**src/hdl/kei_pkg.sv**
```systemverilog
// ----------------------------------------------------------------------------
// kei_pkg
// Shared types and constants of the keyframe eased interpolator.
// ----------------------------------------------------------------------------
package kei_pkg;

    // default number of fraction bits of progress and easing values
    localparam int FRACTION_BITS_DEF = 16;

    // configuration register indexes
    localparam int CFG_IDX_W = 1;
    localparam logic [CFG_IDX_W-1:0] CFG_FRAME_COUNT = 1'b0;
    localparam logic [CFG_IDX_W-1:0] CFG_MAX_TIME    = 1'b1;

    // easing modes (code 3 behaves as linear)
    localparam logic [1:0] MODE_LINEAR    = 2'd0;
    localparam logic [1:0] MODE_SPLINE    = 2'd1;
    localparam logic [1:0] MODE_TWO_PIECE = 2'd2;

    // result status codes
    typedef enum logic [1:0] {
        ST_APPLIED = 2'd0,
        ST_SKIPPED = 2'd1,
        ST_RANGE   = 2'd2
    } t_status;

    // per item record carried down the pipeline
    typedef struct packed {
        t_status            status;
        logic               apply;
        logic               rev;
        logic [1:0]         mode;
        logic [15:0]        bias;
        logic [15:0]        bias2;
        logic signed [31:0] start_v;
        logic signed [31:0] stop_v;
        logic [31:0]        begin_t;
        logic [31:0]        end_t;
        logic               p_zero;
        logic               p_one;
    } t_rec;

endpackage

```
**src/hdl/kei_div.sv**
```systemverilog
// ----------------------------------------------------------------------------
// kei_div
// Pipelined restoring divider, one quotient bit per stage, with a payload
// that travels alongside each item.
// ----------------------------------------------------------------------------
module kei_div #(
    parameter int NW = 48,
    parameter int DW = 16,
    parameter int PW = 8
) (
    input  logic          i_clk,
    input  logic          i_rst_n,
    input  logic          i_valid,
    input  logic [NW-1:0] i_dividend,
    input  logic [DW-1:0] i_divisor,
    input  logic [PW-1:0] i_payload,
    output logic          o_valid,
    output logic [NW-1:0] o_quotient,
    output logic [PW-1:0] o_payload
);
    import kei_pkg::*;

    logic [DW-1:0] r_rem [0:NW];
    logic [NW-1:0] r_q   [0:NW];
    logic [DW-1:0] r_dv  [0:NW];
    logic [PW-1:0] r_pl  [0:NW];
    logic          r_v   [0:NW];

    // entry stage
    always_ff @(posedge i_clk) begin
        if (!i_rst_n) begin
            r_v[0] <= 1'b0;
        end else begin
            r_v[0] <= i_valid;
        end
    end

    always_ff @(posedge i_clk) begin
        r_rem[0] <= '0;
        r_q[0]   <= i_dividend;
        r_dv[0]  <= i_divisor;
        r_pl[0]  <= i_payload;
    end

    // one quotient bit per stage
    for (genvar k = 1; k <= NW; k++) begin : g_stage
        logic [DW:0]   n_sh;
        logic          n_ge;
        logic [DW-1:0] n_rem;

        always_comb begin
            n_sh  = {r_rem[k-1], r_q[k-1][NW-1]};
            n_ge  = (n_sh >= {1'b0, r_dv[k-1]});
            n_rem = n_ge ? DW'(n_sh - {1'b0, r_dv[k-1]}) : n_sh[DW-1:0];
        end

        always_ff @(posedge i_clk) begin
            if (!i_rst_n) begin
                r_v[k] <= 1'b0;
            end else begin
                r_v[k] <= r_v[k-1];
            end
        end

        always_ff @(posedge i_clk) begin
            r_rem[k] <= n_rem;
            r_q[k]   <= {r_q[k-1][NW-2:0], n_ge};
            r_dv[k]  <= r_dv[k-1];
            r_pl[k]  <= r_pl[k-1];
        end
    end

    assign o_valid    = r_v[NW];
    assign o_quotient = r_q[NW];
    assign o_payload  = r_pl[NW];

    // checks
    a_lat_fwd : assert property (@(posedge i_clk) disable iff (!i_rst_n)
        i_valid |-> ##(NW+1) o_valid)
        else $error("divider item lost");

    a_lat_back : assert property (@(posedge i_clk) disable iff (!i_rst_n)
        o_valid |-> $past(i_valid, NW+1))
        else $error("divider item invented");

    a_rem_bound : assert property (@(posedge i_clk) disable iff (!i_rst_n)
        r_v[NW] && (r_dv[NW] != '0) |-> r_rem[NW] < r_dv[NW])
        else $error("divider remainder not below divisor");

endmodule

```
**config.mk**
```make
export PLATFORM = sky130hd
export DESIGN_NAME = kei_div
export DESIGN_NICKNAME = d
export VERILOG_FILES = /design/src/hdl/kei_pkg.sv /design/src/hdl/kei_div.sv
export SDC_FILE = /design/constraint.sdc
export NUM_CORES = 2
export LEC_CHECK = 0
export BUFFER_PORTS_ARGS = -buffer_cell sky130_fd_sc_hd__buf_2
export CAP_MARGIN = 20
export CORE_MARGIN = 8
export CORE_UTILIZATION = 40
export CTS_CLUSTER_DIAMETER = 150
export DETAILED_ROUTE_END_ITERATION = 10
export SLEW_MARGIN = 20
export SYNTH_ARGS = -nofsm -noshare
export SYNTH_HDL_FRONTEND = slang
export SYNTH_MEMORY_MAX_BITS = 65536
export SYNTH_SLANG_ARGS = --single-unit
```
**constraint.sdc**
```tcl
create_clock -name i_clk -period 5.6 [get_ports i_clk]
set_input_delay 1.68 -clock i_clk [delete_from_list [all_inputs] [get_ports i_clk]]
set_output_delay 1.68 -clock i_clk [all_outputs]
set_load 0.01 [all_outputs]
```
# Word-level counts from Yosys, hierarchy flattened
# Memories as Yosys holds them, arrays and structs flattened.
# Cells that the tools add are included.
# Widths: inputs -> output; s select.
[word_totals]
out_inout_bits = 57
inputBits = 75
reg_bits = 0
word_cells = 249
memories = 5
mem_bits_rw = 4361
[mem_list]
columns = ["memory", "depth", "width", "rd", "rd_ports_with_merged_regs", "write_ports", "line", "rtl"]
rows = [
  ["r_q", 49, 48, 49, 0, 49, "kei_div.sv:24", "logic [NW-1:0] r_q [0:NW];"],
  ["r_dv", 49, 16, 48, 0, 49, "kei_div.sv:25", "logic [DW-1:0] r_dv [0:NW];"],
  ["r_rem", 49, 16, 48, 0, 49, "kei_div.sv:23", "logic [DW-1:0] r_rem [0:NW];"],
  ["r_pl", 49, 8, 49, 0, 49, "kei_div.sv:26", "logic [PW-1:0] r_pl [0:NW];"],
  ["r_v", 49, 1, 49, 0, 49, "kei_div.sv:27", "logic r_v [0:NW];"],
]
[op_classes]
addsub = 48
bitwise = 49
n_lt_le_gt_ge = 48
mux = 99
[ops]
columns = ["operator", "n"]
rows = [
  ["$ge 17x16->1", 48],
  ["$mux 16", 48],
  ["$sub 16x16->16", 48],
  ["$mux 1", 51],
  ["$or 1x1->1", 49],
]

# Depth between registers and ports, before layout
[depth]
word_depth = 2
ltp_mapped = 13
ltp_nobuf = 12

# Least setup slack after synthesis
# No wires, ideal clock.
[synth_timing]
path_kind = "register -> register"
startpoint = "memory r_dv[22][1] (netlist: r_dv[0][353])"
endpoint = "memory r_rem[23][10]"
required_time_ns = 5.479
stages_incl_launch_ff = 13
path_buffers = 1
t_arrival_ns = 2.945
period_less_slack_ns = 3.067
slack_ns = 2.533
setup_ns = 0.121
path_cell_list = "dfxtp_1 > inv_1 > ha_1 > nor2b_4 > o21ai_2 > a21boi_2 > or4b_4 > nand3_2 > a31oi_1 > or3_4 > a211oi_4 > buf_8 > mux2_4"
[synth_rtl]
columns = ["element", "line"]
rows = [
  ["from (decl)", "kei_div.sv:25"],
  ["to (decl)", "kei_div.sv:23"],
]

==> impl_metrics.yaml <==
synthesis:
  synth-main-ff-cell: "dfxtp_1"
  synth.distinct_cells: 83
  ys_ff_latch: 4313
  syn_area_sq_mm: 0.131
  syn-num-nets: 11886
  syn_inst: 11011
  ys_seq_area_share_pct: 65.8
  ys_warn_count: 0
  synth-edff-count: 0
  synth-async-reset-ratio_pct: 0
  syn_area_per_cell_sq_um: 11.9
place:
  hpwl_mm: 163
  port_buffers: 131
  place.gp.congestion: 0.855
  pre_cts_slack_ns: 1.89
global_routing:
  grt_max_degree: 50
  antenna_found_initial: 3
  grt_pass1_wl_mm: 374
  first_global_vias: 74415
  grt-ovfl-total: 0
  gr-usage-all-layers_pct: 12.7
critical_path:
  r2r_setup_slack_ns: 1.94
  crit_fanout: 17
  crit_path_start_kind: "flop"
  cp-end-kind: "flop"
  cpPeakStageDelay_ns: 0.93
  cp.required_ns: 6.40
  cp_cell_sequence: "inv_1, ha_1, nor2b_4, o21ai_2, a21boi_2, or4b_4, nand3_2, a31oi_1, or3_4, a211oi_4, mux2_2"
  critPathSlowestCell: "a211oi_4"
  critPathArrivalTime_ns: 4.46
  path_delay_family: "compound AO/OA/AOI/OAI gates"
  path_buf_inv: 1
  crit_type: "reg2reg"
timing:
  setup_violations: 0
  finalClockSkew_ns: 0.0572
  finalHoldWorstSlack_ns: 0.270
  hold_violations: 0
  setup-tns-final_ns: 0
  tightest_slew_ns: 1.10
  rsz0062_at_grt: "no"
  fmax_mhz: 273
  layout_setup_ws_ns: 1.94
  min_period_over_period_pct: 65.4
  fin_crit_ns: 3.66
  drv_slew: 0
  relSlewSlack_pct: 26.4
final_layout:
  syn_to_final_growth_pct: 15.5
  drive_gt1_share_pct: 10.9
  layout.nets: 12284
  nFillCells: 29533
  layout.cells.most_common: "dfxtp_1"
  final_cell_mix: "dfxtp_1 (4,313), inv_1 (975), ha_1 (754)"
drt:
  num_vias: 73735
  drc: 0
  dr.pass1.iters: 7
  wl_per_cell_um: 14.1
  routed_via_density: 4.57
  ant_nets: 0
  drt_iter0_drc: 3656
  routed_wirelength_mm: 228
power:
  seq_power_share_pct: 42.6
  p_total_w: 0.0918
  combinationalPowerShare_pct: 25.8
  p_int_w: 0.0648
  switching_share_pct: 29.4
  leakagePower_nw: 66.6
  clkPwrFrac_pct: 31.6
  p_per_area_mw_per_mm2: 606
  net-switching-power_w: 0.0270
  vdd_ir_drop_max_uv: 366
clocking:
  cts_tree: "done"
  clk_pin_slew_worst_paths_ns: 0.06
  cts_root_buf: "clkbuf_16"
  clock_path_buffers: 4
  cts_buffers: 422
  post-cts-setup-buffers: 0
  clock-sinks: 4313
  htree_levels: 5
  cts_resized: 0
  hold_buffers: 0
  clk_latency_ns: 0.96
die:
  io_pins: 132
  die_w_um: 589
  start_util_pct: 40.1
  std_cell_rows: 210
  core_sq_mm: 0.327
  die_height_um: 589
  dieArea_sq_mm: 0.347
min_path:
  hold_class: "reg2reg"
job:
  maxCapViolCount: 0
status:
  status: "completed"
-- cells by family after synthesis --
logic type / count (synthesis) / share of synthesized area, %
compound gates: 1928 / 9.08
xor+xnor: 480 / 3.20
fa+ha+maj: 800 / 7.89
buf+inv: 1158 / 3.53
flops: 4313 / 65.8
mux: 367 / 3.25
simple gates: 1965 / 7.25
-- layout make-up --
type / instances / area (sq um) / share of cell area (%)
sequential: 4313 / 86300 / 57.0
multi-input combinational: 5540 / 40300 / 26.6
clock buffer: 588 / 12100 / 7.98
tap: 4346 / 5440 / 3.59
inverter: 976 / 3660 / 2.42
clock inverter: 197 / 2820 / 1.86
timing repair buffer: 156 / 877 / 0.579
antenna: 2 / 5.00 / 0.00330
-- path summary, 6_finish.rpt --
kind | start | endpoint | depth (start not counted)
min reg2reg | r_q[0][241]$_DFF_P_ | r_q[0][290]$_DFF_P_ | 0
max | r_dv[1][33]$_DFF_P_ | r_rem[35][4]$_DFF_P_ | 11
max reg2reg | r_dv[1][33]$_DFF_P_ | r_rem[35][4]$_DFF_P_ | 11
min | r_q[0][241]$_DFF_P_ | r_q[0][290]$_DFF_P_ | 0
-- sequential cells by signal, summed over array words and instances, names as in the netlist --
signal and count:
r_dv 768, r_rem 752, r_v 49, r_q 2352, r_pl 392
-- per-layer routing --
| layer | wire, um | track usage, % | up-vias |
|---|---|---|---|
| li1 | - | - | 37707 |
| met1 | 109000 | 17.0 | 34230 |
| met2 | 102000 | 21.0 | 1290 |
| met3 | 9360 | 2.16 | 508 |
| met4 | 7190 | 4.46 | 0 |
| met5 | 0 | 0 | - |
-- worst reg2reg max path, stage by stage (launching register included) --
cell	delay (ns)
dfxtp_1	0.38
inv_1	0.06
ha_1	0.29
nor2b_4	0.13
o21ai_2	0.15
a21boi_2	0.09
or4b_4	0.51
nand3_2	0.07
a31oi_1	0.10
or3_4	0.39
a211oi_4	0.93
mux2_2	0.44
-- per-stage QoR --
step	utilization, %	area, sq um	cells
6_report	46.4	152000	16118
5_1_grt	46.4	152000	16117
4_1_cts	46.3	151000	16111
3_5_place_dp	41.8	137000	15326
3_3_place_gp	41.8	137000	15323
2_1_floorplan	-	131000	11011
-- power groups by stage --
stage	Clock, W	Sequential [W]	Combinational, W
4_1_cts	0.0301	0.0393	0.0236
3_3_place_gp	0	0.0399	0.0229
5_1_grt	0.0314	0.0397	0.0265
3_5_place_dp	0	0.0399	0.0234
6_report	0.0290	0.0391	0.0236
2_1_floorplan	0	0.0386	0.0191
-- synth_stat cells, drive strengths merged (45+ instances only) --
master / number / area (sq um)
nand3: 132 / 696
nand4: 112 / 701
mux2i: 45 / 450
o21a: 149 / 1120
o31ai: 89 / 668
o21ai: 471 / 2380
mux2: 322 / 3810
a21o: 120 / 901
clkbuf: 106 / 398
and2: 59 / 369
xnor2: 279 / 2440
nor2b: 128 / 853
nor3: 127 / 636
dfxtp: 4313 / 86300
nand2: 457 / 1720
buf: 76 / 576
o31a: 49 / 429
nand2b: 113 / 707
xor2: 201 / 1760
a21oi: 711 / 3560
nor2: 647 / 2430
a31oi: 51 / 319
a211oi: 70 / 613
inv: 976 / 3660
fa: 46 / 921
ha: 754 / 9430
or3: 50 / 348
(Power assumes the default switching activity.)
